File: src/hw/rtl/piecewise_linear_charge_lookup_defines.svh
// assertion helpers used by the lookup rtl back end
`ifndef PIECEWISE_LINEAR_CHARGE_LOOKUP_DEFINES_SVH
`define PIECEWISE_LINEAR_CHARGE_LOOKUP_DEFINES_SVH

// plain property, checked on clk_i, off while rst_ni is low
`define PLCL_ASSERT(lbl, prop, msg) \
  lbl: assert property (@(posedge clk_i) disable iff (!rst_ni) (prop)) else $error(msg);

// same-cycle implication
`define PLCL_ASSERT_IMPL(lbl, ante, cons, msg) \
  `PLCL_ASSERT(lbl, (ante) |-> (cons), msg)

`endif

File: src/hw/rtl/plcl_pkg.sv
package plcl_pkg;

  // field widths
  localparam int unsigned DATA_W    = 16;
  localparam int unsigned REGION_W  = 2;
  localparam int unsigned APB_W     = 32;

  // table geometry
  localparam int unsigned TABLE_SLOTS        = 4;
  localparam int unsigned SLOT_W             = 2;
  localparam int unsigned REG_IDX_W          = SLOT_W + 1;
  localparam int unsigned ADDR_W             = REG_IDX_W + 2;
  localparam int unsigned NUM_POINTS_DEFAULT = 4;

  // queue between front and back
  localparam int unsigned QUEUE_DEPTH = 4;

  // charge values
  localparam logic [DATA_W-1:0] CHARGE_FULL  = 16'd32768;
  localparam logic [DATA_W-1:0] CHARGE_EMPTY = 16'd0;

  // register reset values, slot 0 in the low bits
  localparam logic [TABLE_SLOTS-1:0][DATA_W-1:0] VOLT_RESET =
    {16'd16000, 16'd16000, 16'd15100, 16'd14200};
  localparam logic [TABLE_SLOTS-1:0][DATA_W-1:0] CHARGE_RESET =
    {16'd32768, 16'd32768, 16'd16384, 16'd6554};

  typedef enum logic [REGION_W-1:0] {
    REGION_INTERP = 2'd0,
    REGION_FULL   = 2'd1,
    REGION_EMPTY  = 2'd2
  } region_e;

  // breakpoint table as seen by the front
  typedef struct packed {
    logic [TABLE_SLOTS-1:0][DATA_W-1:0] volt;
    logic [TABLE_SLOTS-1:0][DATA_W-1:0] charge;
  } table_t;

  // classified job handed from front to back
  typedef struct packed {
    logic [DATA_W-1:0] dc_mag;
    logic              dc_neg;
    logic [DATA_W-1:0] dv;
    logic [DATA_W-1:0] den;
    logic [DATA_W-1:0] c_base;
    region_e           region;
  } job_t;

endpackage

File: src/hw/rtl/plcl_sample_if.sv
interface plcl_sample_if;
  logic                        valid;
  logic                        ready;
  logic [plcl_pkg::DATA_W-1:0] sample_voltage;

  modport source (output valid, output sample_voltage, input ready);
  modport sink   (input valid, input sample_voltage, output ready);
endinterface

File: src/hw/rtl/plcl_result_if.sv
interface plcl_result_if;
  logic                          valid;
  logic                          ready;
  logic [plcl_pkg::DATA_W-1:0]   charge_level;
  logic [plcl_pkg::REGION_W-1:0] region;

  modport source (output valid, output charge_level, output region, input ready);
  modport sink   (input valid, input charge_level, input region, output ready);
endinterface

File: src/hw/rtl/plcl_regs.sv
module plcl_regs (
  input  logic                            clk_i,
  input  logic                            rst_ni,
  input  logic                            psel,
  input  logic                            penable,
  input  logic                            pwrite,
  input  logic [plcl_pkg::ADDR_W-1:0]     paddr,
  input  logic [plcl_pkg::APB_W-1:0]      pwdata,
  output logic [plcl_pkg::APB_W-1:0]      prdata,
  output logic                            pready,
  output plcl_pkg::table_t                table_o
);

  localparam int unsigned W = plcl_pkg::DATA_W;

  logic [plcl_pkg::TABLE_SLOTS-1:0][W-1:0] volt_q;
  logic [plcl_pkg::TABLE_SLOTS-1:0][W-1:0] charge_q;
  logic [plcl_pkg::REG_IDX_W-1:0]          reg_idx;
  logic [plcl_pkg::SLOT_W-1:0]             slot;
  logic                                    charge_bank;
  logic                                    wr_en;

  // word address decode: top index bit picks the charge bank
  assign reg_idx     = paddr[plcl_pkg::ADDR_W-1:2];
  assign slot        = reg_idx[plcl_pkg::SLOT_W-1:0];
  assign charge_bank = reg_idx[plcl_pkg::REG_IDX_W-1];
  assign wr_en       = psel && penable && pwrite;
  assign pready      = 1'b1;

  // breakpoint registers
  always_ff @(posedge clk_i or negedge rst_ni) begin
    if (!rst_ni) begin
      volt_q   <= plcl_pkg::VOLT_RESET;
      charge_q <= plcl_pkg::CHARGE_RESET;
    end else if (wr_en) begin
      if (charge_bank) begin
        charge_q[slot] <= pwdata[W-1:0];
      end else begin
        volt_q[slot] <= pwdata[W-1:0];
      end
    end
  end

  // read back
  always_comb begin
    prdata = '0;
    prdata[W-1:0] = charge_bank ? charge_q[slot] : volt_q[slot];
  end

  assign table_o.volt   = volt_q;
  assign table_o.charge = charge_q;

endmodule

File: src/hw/rtl/plcl_front.sv
module plcl_front #(
  parameter int unsigned NUM_POINTS = plcl_pkg::NUM_POINTS_DEFAULT
) (
  plcl_sample_if.sink      sample_i,
  input  plcl_pkg::table_t table_i,
  input  logic             full_i,
  output logic             push_o,
  output plcl_pkg::job_t   job_o
);

  localparam int unsigned W = plcl_pkg::DATA_W;

  logic [plcl_pkg::TABLE_SLOTS-1:0] hit;
  logic                             found;
  logic [W:0]                       dc;

  // take a beat whenever the queue has room
  assign sample_i.ready = !full_i;
  assign push_o         = sample_i.valid && !full_i;

  // compare the sample against every used breakpoint
  always_comb begin
    hit = '0;
    for (int i = 0; i < NUM_POINTS; i++) begin
      hit[i] = table_i.volt[i] >= sample_i.sample_voltage;
    end
  end

  // pick the first hit and set up the interpolation operands
  always_comb begin
    found = 1'b0;
    dc    = '0;
    // default: above the table, reported as full with a zero step
    job_o.region = plcl_pkg::REGION_FULL;
    job_o.c_base = plcl_pkg::CHARGE_FULL;
    job_o.dv     = '0;
    job_o.den    = W'(1);
    job_o.dc_mag = '0;
    job_o.dc_neg = 1'b0;
    if (hit[0]) begin
      job_o.region = plcl_pkg::REGION_EMPTY;
      job_o.c_base = plcl_pkg::CHARGE_EMPTY;
    end else begin
      for (int i = 1; i < NUM_POINTS; i++) begin
        if (!found && hit[i]) begin
          found        = 1'b1;
          dc           = {1'b0, table_i.charge[i]} - {1'b0, table_i.charge[i-1]};
          job_o.region = plcl_pkg::REGION_INTERP;
          job_o.c_base = table_i.charge[i-1];
          job_o.dv     = sample_i.sample_voltage - table_i.volt[i-1];
          job_o.den    = table_i.volt[i] - table_i.volt[i-1];
          job_o.dc_neg = dc[W];
          job_o.dc_mag = dc[W] ? W'(-dc) : dc[W-1:0];
        end
      end
    end
  end

endmodule

File: src/hw/rtl/plcl_queue.sv
module plcl_queue (
  input  logic           clk_i,
  input  logic           rst_ni,
  input  logic           push_i,
  input  plcl_pkg::job_t job_i,
  output logic           full_o,
  input  logic           pop_i,
  output logic           empty_o,
  output plcl_pkg::job_t job_o
);

  localparam int unsigned DEPTH = plcl_pkg::QUEUE_DEPTH;
  localparam int unsigned AW    = (DEPTH > 1) ? $clog2(DEPTH) : 1;
  localparam int unsigned CW    = $clog2(DEPTH + 1);

  plcl_pkg::job_t data_q [DEPTH];
  logic [AW-1:0]  wr_ptr_q, rd_ptr_q;
  logic [CW-1:0]  count_q;

  assign full_o  = count_q == CW'(DEPTH);
  assign empty_o = count_q == '0;
  assign job_o   = data_q[rd_ptr_q];

  // pointers and fill count
  always_ff @(posedge clk_i or negedge rst_ni) begin
    if (!rst_ni) begin
      wr_ptr_q <= '0;
      rd_ptr_q <= '0;
      count_q  <= '0;
    end else begin
      if (push_i) begin
        wr_ptr_q <= (wr_ptr_q == AW'(DEPTH - 1)) ? '0 : wr_ptr_q + 1'b1;
      end
      if (pop_i) begin
        rd_ptr_q <= (rd_ptr_q == AW'(DEPTH - 1)) ? '0 : rd_ptr_q + 1'b1;
      end
      if (push_i && !pop_i) begin
        count_q <= count_q + 1'b1;
      end else if (pop_i && !push_i) begin
        count_q <= count_q - 1'b1;
      end
    end
  end

  // storage
  always_ff @(posedge clk_i) begin
    if (push_i) begin
      data_q[wr_ptr_q] <= job_i;
    end
  end

endmodule

File: src/hw/rtl/plcl_back.sv
`include "piecewise_linear_charge_lookup_defines.svh"

module plcl_back (
  input  logic             clk_i,
  input  logic             rst_ni,
  input  logic             empty_i,
  input  plcl_pkg::job_t   job_i,
  output logic             pop_o,
  plcl_result_if.source    result_o
);

  localparam int unsigned W          = plcl_pkg::DATA_W;
  localparam int unsigned DIV_STAGES = W;

  typedef struct packed {
    logic [W-1:0]      rem;
    logic [W-1:0]      low;
    logic [W-1:0]      quo;
    logic [W-1:0]      den;
    logic [W-1:0]      c_base;
    logic              neg;
    plcl_pkg::region_e region;
  } stage_t;

  // one restoring divide step: shift in a dividend bit, subtract if it fits
  function automatic stage_t div_step(stage_t s);
    logic [W:0] trial;
    stage_t     r;
    r     = s;
    trial = {s.rem, s.low[W-1]};
    r.low = {s.low[W-2:0], 1'b0};
    if (trial >= {1'b0, s.den}) begin
      r.rem = W'(trial - {1'b0, s.den});
      r.quo = {s.quo[W-2:0], 1'b1};
    end else begin
      r.rem = trial[W-1:0];
      r.quo = {s.quo[W-2:0], 1'b0};
    end
    return r;
  endfunction

  stage_t              stage_q [DIV_STAGES+1];
  logic [DIV_STAGES:0] valid_q;
  stage_t              mul_d;
  logic [2*W-1:0]      prod;
  logic                adv;
  logic                out_valid_q;
  logic [W-1:0]        charge_q;
  plcl_pkg::region_e   region_q;
  logic [W+1:0]        sum;
  logic [W-1:0]        charge_d;
  stage_t              last;
  logic                last_vld;
  logic                edge_vld;
  logic                out_full;
  logic                out_empty;

  // whole pipeline moves whenever the output register can take a beat
  assign adv   = !out_valid_q || result_o.ready;
  assign pop_o = adv && !empty_i;

  // product of step and offset; upper half is below the divisor
  always_comb begin
    prod         = job_i.dc_mag * job_i.dv;
    mul_d.rem    = prod[2*W-1:W];
    mul_d.low    = prod[W-1:0];
    mul_d.quo    = '0;
    mul_d.den    = job_i.den;
    mul_d.c_base = job_i.c_base;
    mul_d.neg    = job_i.dc_neg;
    mul_d.region = job_i.region;
  end

  // apply the sign of the step to the quotient, clamp to the field range
  assign last = stage_q[DIV_STAGES];
  always_comb begin
    if (last.neg) begin
      sum = {2'b00, last.c_base} - {2'b00, last.quo};
    end else begin
      sum = {2'b00, last.c_base} + {2'b00, last.quo};
    end
    if (sum[W+1]) begin
      charge_d = '0;
    end else if (sum[W]) begin
      charge_d = '1;
    end else begin
      charge_d = sum[W-1:0];
    end
  end

  // stage valids and output valid
  always_ff @(posedge clk_i or negedge rst_ni) begin
    if (!rst_ni) begin
      valid_q     <= '0;
      out_valid_q <= 1'b0;
    end else if (adv) begin
      valid_q     <= {valid_q[DIV_STAGES-1:0], pop_o};
      out_valid_q <= valid_q[DIV_STAGES];
    end
  end

  // multiply stage, divide stages and output payload
  always_ff @(posedge clk_i) begin
    if (adv) begin
      stage_q[0] <= mul_d;
      for (int k = 0; k < DIV_STAGES; k++) begin
        stage_q[k+1] <= div_step(stage_q[k]);
      end
      charge_q <= charge_d;
      region_q <= last.region;
    end
  end

  assign result_o.valid        = out_valid_q;
  assign result_o.charge_level = charge_q;
  assign result_o.region       = region_q;

  // shorthands for the checks below
  assign last_vld  = valid_q[DIV_STAGES];
  assign edge_vld  = last_vld && last.region != plcl_pkg::REGION_INTERP;
  assign out_full  = out_valid_q && region_q == plcl_pkg::REGION_FULL;
  assign out_empty = out_valid_q && region_q == plcl_pkg::REGION_EMPTY;

  `PLCL_ASSERT_IMPL(a_rem_below_den, last_vld, last.rem < last.den, "remainder not below divisor")
  `PLCL_ASSERT_IMPL(a_edge_zero_quo, edge_vld, last.quo == '0, "quotient set outside interpolation")
  `PLCL_ASSERT_IMPL(a_full_value, out_full, charge_q == plcl_pkg::CHARGE_FULL, "bad full charge")
  `PLCL_ASSERT_IMPL(a_empty_val, out_empty, charge_q == plcl_pkg::CHARGE_EMPTY, "bad empty charge")

endmodule

File: src/hw/rtl/piecewise_linear_charge_lookup.sv
// channel     dir  beat fields                      handshake
// sample_i    in   sample_voltage[15:0]             valid / ready
// result_o    out  charge_level[15:0], region[1:0]  valid / ready
// apb         in   paddr[4:0], pwdata, prdata       psel / penable / pready
//
// one sample per clock sustained unless result_o stalls; results pass through
// queue slot, multiply, 16 pipelined restoring divide steps and output register
// rst_ni is asynchronous active low; table registers reset to their defaults
// a stalled result_o freezes the back pipeline; the 4-entry queue keeps
// taking samples until it fills, then sample_i.ready drops

module piecewise_linear_charge_lookup #(
  parameter int unsigned NUM_POINTS = plcl_pkg::NUM_POINTS_DEFAULT
) (
  input  logic                        clk_i,
  input  logic                        rst_ni,
  plcl_sample_if.sink                 sample_i,
  plcl_result_if.source               result_o,
  input  logic                        psel,
  input  logic                        penable,
  input  logic                        pwrite,
  input  logic [plcl_pkg::ADDR_W-1:0] paddr,
  input  logic [plcl_pkg::APB_W-1:0]  pwdata,
  output logic [plcl_pkg::APB_W-1:0]  prdata,
  output logic                        pready
);

  plcl_pkg::table_t tbl;
  plcl_pkg::job_t   push_job, pop_job;
  logic             push, pop, full, empty;

  // configuration registers
  plcl_regs u_regs (
    .clk_i   (clk_i),
    .rst_ni  (rst_ni),
    .psel    (psel),
    .penable (penable),
    .pwrite  (pwrite),
    .paddr   (paddr),
    .pwdata  (pwdata),
    .prdata  (prdata),
    .pready  (pready),
    .table_o (tbl)
  );

  // segment search and operand setup
  plcl_front #(
    .NUM_POINTS (NUM_POINTS)
  ) u_front (
    .sample_i (sample_i),
    .table_i  (tbl),
    .full_i   (full),
    .push_o   (push),
    .job_o    (push_job)
  );

  // job queue
  plcl_queue u_queue (
    .clk_i   (clk_i),
    .rst_ni  (rst_ni),
    .push_i  (push),
    .job_i   (push_job),
    .full_o  (full),
    .pop_i   (pop),
    .empty_o (empty),
    .job_o   (pop_job)
  );

  // multiply, divide and result
  plcl_back u_back (
    .clk_i    (clk_i),
    .rst_ni   (rst_ni),
    .empty_i  (empty),
    .job_i    (pop_job),
    .pop_o    (pop),
    .result_o (result_o)
  );

endmodule

File: src/flat_wrapper.sv
// flat-port wrapper written by rule: the top's interface ports become plain ports
module piecewise_linear_charge_lookup_flat 
#(
  parameter int unsigned NUM_POINTS = plcl_pkg::NUM_POINTS_DEFAULT
)
  (clk_i, rst_ni, psel, penable, pwrite, paddr, pwdata, prdata, pready, sample_i_valid, sample_i_sample_voltage, sample_i_ready, result_o_valid, result_o_charge_level, result_o_region, result_o_ready);
  plcl_sample_if sample_i_i ();
  plcl_result_if result_o_i ();
  input  logic clk_i;
  input  logic rst_ni;
  input  logic psel;
  input  logic penable;
  input  logic pwrite;
  input  logic [plcl_pkg::ADDR_W-1:0] paddr;
  input  logic [plcl_pkg::APB_W-1:0] pwdata;
  output logic [plcl_pkg::APB_W-1:0] prdata;
  output logic pready;
  input wire logic [$bits(sample_i_i.valid)-1:0] sample_i_valid;
  input wire logic [$bits(sample_i_i.sample_voltage)-1:0] sample_i_sample_voltage;
  output wire logic [$bits(sample_i_i.ready)-1:0] sample_i_ready;
  output wire logic [$bits(result_o_i.valid)-1:0] result_o_valid;
  output wire logic [$bits(result_o_i.charge_level)-1:0] result_o_charge_level;
  output wire logic [$bits(result_o_i.region)-1:0] result_o_region;
  input wire logic [$bits(result_o_i.ready)-1:0] result_o_ready;
  assign sample_i_i.valid = sample_i_valid;
  assign sample_i_i.sample_voltage = sample_i_sample_voltage;
  assign sample_i_ready = sample_i_i.ready;
  assign result_o_valid = result_o_i.valid;
  assign result_o_charge_level = result_o_i.charge_level;
  assign result_o_region = result_o_i.region;
  assign result_o_i.ready = result_o_ready;
  piecewise_linear_charge_lookup #(.NUM_POINTS(NUM_POINTS)) u_core (.clk_i(clk_i), .rst_ni(rst_ni), .sample_i(sample_i_i), .result_o(result_o_i), .psel(psel), .penable(penable), .pwrite(pwrite), .paddr(paddr), .pwdata(pwdata), .prdata(prdata), .pready(pready));
endmodule
File: config.mk
export PLATFORM = sky130hd
export DESIGN_NAME = piecewise_linear_charge_lookup_flat
export DESIGN_NICKNAME = d
export VERILOG_FILES = /design/src/hw/rtl/plcl_pkg.sv /design/src/hw/rtl/plcl_sample_if.sv /design/src/hw/rtl/plcl_result_if.sv /design/src/hw/rtl/plcl_regs.sv /design/src/hw/rtl/plcl_front.sv /design/src/hw/rtl/plcl_queue.sv /design/src/hw/rtl/plcl_back.sv /design/src/hw/rtl/piecewise_linear_charge_lookup.sv /design/src/flat_wrapper.sv
export VERILOG_INCLUDE_DIRS = /design/src /design/src/hw/rtl
export SDC_FILE = /design/constraint.sdc
export NUM_CORES = 2
export LEC_CHECK = 0
export BUFFER_PORTS_ARGS = -buffer_cell sky130_fd_sc_hd__buf_2
export CORE_MARGIN = 5
export CORE_UTILIZATION = 55
export CTS_CLUSTER_SIZE = 24
export DETAILED_ROUTE_END_ITERATION = 8
export PLACE_DENSITY = 0.71
export SLEW_MARGIN = 20
export SYNTH_ARGS = -nofsm -noshare
export SYNTH_HDL_FRONTEND = slang
export SYNTH_SLANG_ARGS = --single-unit
export TNS_END_PERCENT = 50
File: constraint.sdc
create_clock -name clk_i -period 79.2 [get_ports clk_i]
set_clock_uncertainty 0.1 [all_clocks]
set_input_delay 0 -clock clk_i [delete_from_list [all_inputs] [get_ports clk_i]]
set_output_delay 0 -clock clk_i [all_outputs]
set_load 0.005 [all_outputs]
Word level (Yosys, flattened, before mapping). Memory sizes are Yosys's and may differ from the RTL's. Index checks and enable logic that the tools add are counted.

Memories kept: 2. Bits in read-only memories: 0. Output and inout port bits: 53. Bits in latches: 0. RAM bits: 1679. Logic and storage cells: 194. Register bits after elaboration: 171. Input port bits: 60.

Memories: u_core.u_back.stage_q (depth 17, width 83, rd ports 17, clocked after memory_dff 0, write ports 17, RTL line plcl_back.sv:42) `stage_t stage_q [DIV_STAGES+1];`; u_core.u_queue.data_q (depth 4, width 67, rd ports 1, clocked after memory_dff 0, write ports 1, RTL line plcl_queue.sv:16) `plcl_pkg::job_t data_q [DEPTH];`.

Divide/modulo/power cells: 0. Shifts and indexed selects: 0. $mul: 1. Bitwise operators: 1. Reductions and logical operators: 21. Equality and inequality tests: 3. Add/sub/neg operators: 34. Muxes and demuxes: 95. Order comparisons: 22.

Operators with widths (count): $mux 16 (56); $sub 16x16->16 (22); $ge 17x16->1 (16); $mux 67 (3); $bwmux 64 (2); $sub 16x16->17 (4); $bmux 16 s2 (2); $ge 16x16->1 (4); $mux 49 (1); $neg 16->16 (3); $mux 18 (2); $demux 16 s2 (1); $mul 16x16->32 (1); $mux 1 (24); $add 16x16->17 (1); $logic_and 1x1->1 (9); $logic_not 1->1 (7); $mux 3 (2); $add 2x1->2 const B (2); $eq 2x2->1 const B (2); $mux 2 (2); $reduce_and 2->1 (2); $add 3x1->3 const B (1); $eq 3x3->1 const B (1); 7 further kinds (7).

Longest topological paths before layout.
Word-level depth: 11. Gate-level depth with buffers: 30. Depth with buffers taken out: 27.

Cells and area by module. From an unflattened synthesis, not the netlist that was laid out.

Cells, all modules: 6780. Area, all modules: 85363.1 um2.

By module, submodules not included: plcl_back (sequential area each 34232.8 um2, cells each 4588, instances 1, area each 59691.0 um2); plcl_queue (sequential area each 8222.9 um2, cells each 388, instances 1, area each 10093.4 um2); plcl_front (sequential area each 0.0 um2, cells each 1418, instances 1, area each 9527.9 um2); plcl_regs (sequential area each 3254.4 um2, cells each 386, instances 1, area each 6050.8 um2).

Least setup slack after synthesis. No wires, ideal clock.

Path type: register to register. Start point: reg u_core.u_back.out_valid_q, in the netlist u_core.u_back.result_o.valid. End point: reg u_core.u_back.valid_q[1]. Cell stages (with the launch flop): 4. Buffers on the path: 1. Library setup time: 0.194 ns. Slack: 43.964 ns. Data required time: 78.906 ns. Period minus slack after synthesis: 35.236 ns. Arrival: 34.942 ns. Cell sequence: dfrtp_1 nand2b_1 clkbuf_1 mux2_2.

Word-level cells in the longest chain between the ends: 2.

RTL lines: start, declared (RTL line plcl_back.sv:47) `logic out_valid_q;`; start signal, assigned (RTL line plcl_back.sv:98) `out_valid_q <= valid_q[DIV_STAGES];`; $logic_not 1->1 (RTL line plcl_back.sv:59) `assign adv = !out_valid_q || result_o.ready;`; $logic_or 1x1->1 (RTL line plcl_back.sv:59); via u_core.u_back.adv (RTL line plcl_back.sv:46) `logic adv;`; end signal, assigned (RTL line plcl_back.sv:97) `valid_q <= {valid_q[DIV_STAGES-1:0], pop_o};`; end, declared (RTL line plcl_back.sv:43) `logic [DIV_STAGES:0] valid_q;`.

The timed path passes the listed nets, and every way through them passes these cells. A chain may end at the register's enable or synchronous reset.

==> impl_metrics.toml <==
[run_status]
status = "finished clean"

[synth]
synth-seq-area-share_pct = 54.85
syn_inst = 6585
ys_ff_latch = 1546
async_reset_ff_share_pct = 9.897
yosys.cell_types.count = 84
syn_area_mm2 = 0.08334
synth_edf_count = 1393
synth_flop_cell = "edfxtp_1"
yosysWarningCount = 0
synth.avg_cell_area_um2 = 12.66

[setup_path]
startpoint = "u_core.u_queue.rd_ptr_q[1]"
rrSetupSlack_ns = 70.17
critPathRequiredTime_ns = 79.63
cp_data_arrival_time_ns = 9.46
worstReg2RegStart = "u_core.u_queue.rd_ptr_q[1]"
cp_max_fo = 49
timing.rr.end = "u_core.u_back.stage_q[0][81]"
startpoint_type = "register"
ff2ff_path_depth = 24
timing.setup.critical_path_class = "register to register"
endpoint_kind = "register"

[timing]
max_slew.worst_pin.slew_ns = 1.143
hold_viol = 0
fin_crit_sh_pct = 11.40
finalSetupViolCount = 0
max_freq_ghz = 0.1108
final.min_clock_period_ns = 9.028
fin_tns_setup_ns = 0
drv_slew = 0
slew_headroom_pct = 23.35
rsz0062_at_grt = "no"

[clock_tree]
htree_levels = 4
cts-hold-fix-buffers = 66
cts.reportedPaths.clkPinSlew_ns = 0.06
cts_root_buffer = "clkbuf_16"
post_cts_buffers = 0
cts_buffers = 156
post_cts_resized = 0
cts_max_path_buffers = 3
cts_tree = "built"
clk_latency_ns = 0.77
clock_sinks = 1546

[die]
initial_core_util_pct = 55.45
io_pins = 113
die_width_um = 399.3
num_rows = 142
die_area_mm2 = 0.1594
die-height_um = 399.3
core-area_mm2 = 0.1503

[placement]
port_buffers = 77
finalWeightedCongestion = 0.9351
dpl.hpwl_um = 129300

[layout]
regArea_mm2 = 0.04572
area_delta_synth_final_pct = 10.49
fin_nets = 7637
n_fill_cell = 11510
layout-drive-gt1-share_pct = 11.58
final_util_pct = 61.26
multi_input_area_mm2 = 0.03405

[hold_path]
min_to = "u_core.u_regs.table_o[93]"
hold_class = "primary input to register"
holdPathStages = 4
min-delay-start = "pwdata[13]"

[global_route]
overflow = 0
grtUsageMet3_pct = 3.838
antenna_found_initial = 7
grt_max_degree = 178
use_met1_pct = 28.13
grt_pass1_wl_um = 285400
grt_pass1_vias = 52040
top_usage_layer = "met2"
grtUsageMet2_pct = 40.23
grt_usage_pct = 22.90

[route]
num_vias = 51290
vias_per_cell = 5.731
drtPass1Iterations = 6
wl_per_cell_um = 20.18
ant_nets = 0
drt_wl_total_um = 180600
drcViolationCount = 0
drtIter0Drc = 4108

[run]
maxCapViolCount = 0
[per-stage QoR]
| step | instance area, um^2 | setup slack (ns) | hold slack [ns] | std cells |
|---|---|---|---|---|
| final | 92090 | 70.17 | 0.08112 | 8949 |
| after global routing | 92080 | 69.85 | 0.05012 | 8947 |
| after CTS | 92030 | 70.07 | 0.004754 | 8942 |
| after detailed placement | 86190 | 70.06 | 0.03826 | 8589 |
| after global placement | 86190 | 70.18 | 0.02704 | 8589 |
| after floorplan | 83400 | 43.96 | -0.3956 | 6600 |
[layout by cell type, fill, tap and decap left out, drive strengths merged, types with 121 or more instances in the layout]
cell type  count
a21o         141
o21ai        290
fa           221
nor3         121
edfxtp      1393
nor2         333
a21oi        320
ha           558
buf          138
mux2         268
xnor2        232
nand2        411
inv          821
clkbuf       205
[state kept, by name, summed over array words and instances, names as in the netlist]
name,flops
u_core.u_back.result_o.valid,1
u_core.u_regs.table_o,128
u_core.u_queue.data_q,268
u_core.u_back.valid_q,17
u_core.u_back.result_o.region,2
u_core.u_back.result_o.charge_level,16
u_core.u_back.stage_q,1107
u_core.u_queue.wr_ptr_q,2
u_core.u_queue.rd_ptr_q,2
u_core.u_queue.count_q,3
[per-layer routing]
metal / wire (um) / vias to the layer above
li1: - / 24300
met1: 72110 / 25180
met2: 91050 / 1389
met3: 9360 / 423
met4: 8034 / 0
met5: 0 / -
[cell families (layout without fill, tap and decap cells)]
family | count (synthesis) | after routing | share of synthesized area (%)
compound gates | 1195 | 1195 | 9.194
mux | 404 | 404 | 6.516
xor+xnor | 346 | 346 | 3.636
fa+ha+maj | 779 | 779 | 13.69
simple gates | 1333 | 1333 | 7.616
buf+inv | 980 | 1307 | 4.498
flops | 1546 | 1546 | 54.85
other cells | 2 | 23 | 0.009011
[synth_stat cells, drive strengths merged, types with 84 or more instances]
cell type     n  share of area [%]
a21o        141                1.3
a21oi       320                1.9
clkbuf      120               0.54
dfrtp       112                3.4
edfxtp     1393                 50
fa          221                5.3
ha          558                8.4
inv         817                3.7
mux2        268                3.6
mux4         84                2.3
nand2       411                1.9
nand4        86               0.65
nor2        333                1.5
nor3        121               0.73
o21ai       290                1.7
xnor2       232                2.4
xor2        114                1.2
[layout make-up]
type / count / share of cell area, %
inverters: 817 / 3.330
clock buffers: 205 / 4.631
well taps: 2016 / 2.739
multi-input cells: 4074 / 36.98
repair buffers: 203 / 1.686
flip-flops and latches: 1546 / 49.65
clock inverters: 82 / 0.9729
diodes: 6 / 0.01630
[critical path: stages, from the launching register on]
cell and delay [ns]:
dfrtp_4 0.78, buf_4 0.70, mux2_2 0.42, o21ai_2 0.75, nor2_1 0.14, fa_1 0.54
inv_1 0.05, fa_1 0.47, fa_1 0.51, fa_1 0.56, inv_1 0.05, fa_1 0.47
inv_1 0.05, fa_1 0.48, inv_1 0.04, ha_1 0.34, and4_1 0.23, a221o_1 0.37
a21oi_1 0.43, o211ai_1 0.20, a31oi_1 0.33, nor2b_1 0.08, o21a_1 0.19, o211a_1 0.24
xor2_1 0.14
[how the worst max path moves through the flow]
stage	endpoint	slack, ns	cells past startpoint
after floorplan	u_core.u_back.valid_q[1]	43.96	3
after detailed placement	u_core.u_back.stage_q[0][81]	70.06	24
after global routing	u_core.u_back.stage_q[0][81]	69.85	24
after global placement	u_core.u_back.stage_q[0][81]	70.18	24
final	u_core.u_back.stage_q[0][81]	70.17	24
after CTS	u_core.u_back.stage_q[0][81]	70.07	24
Power is not shown: default switching activity piles up to over one toggle a cycle in this logic, so the estimate is an artifact.
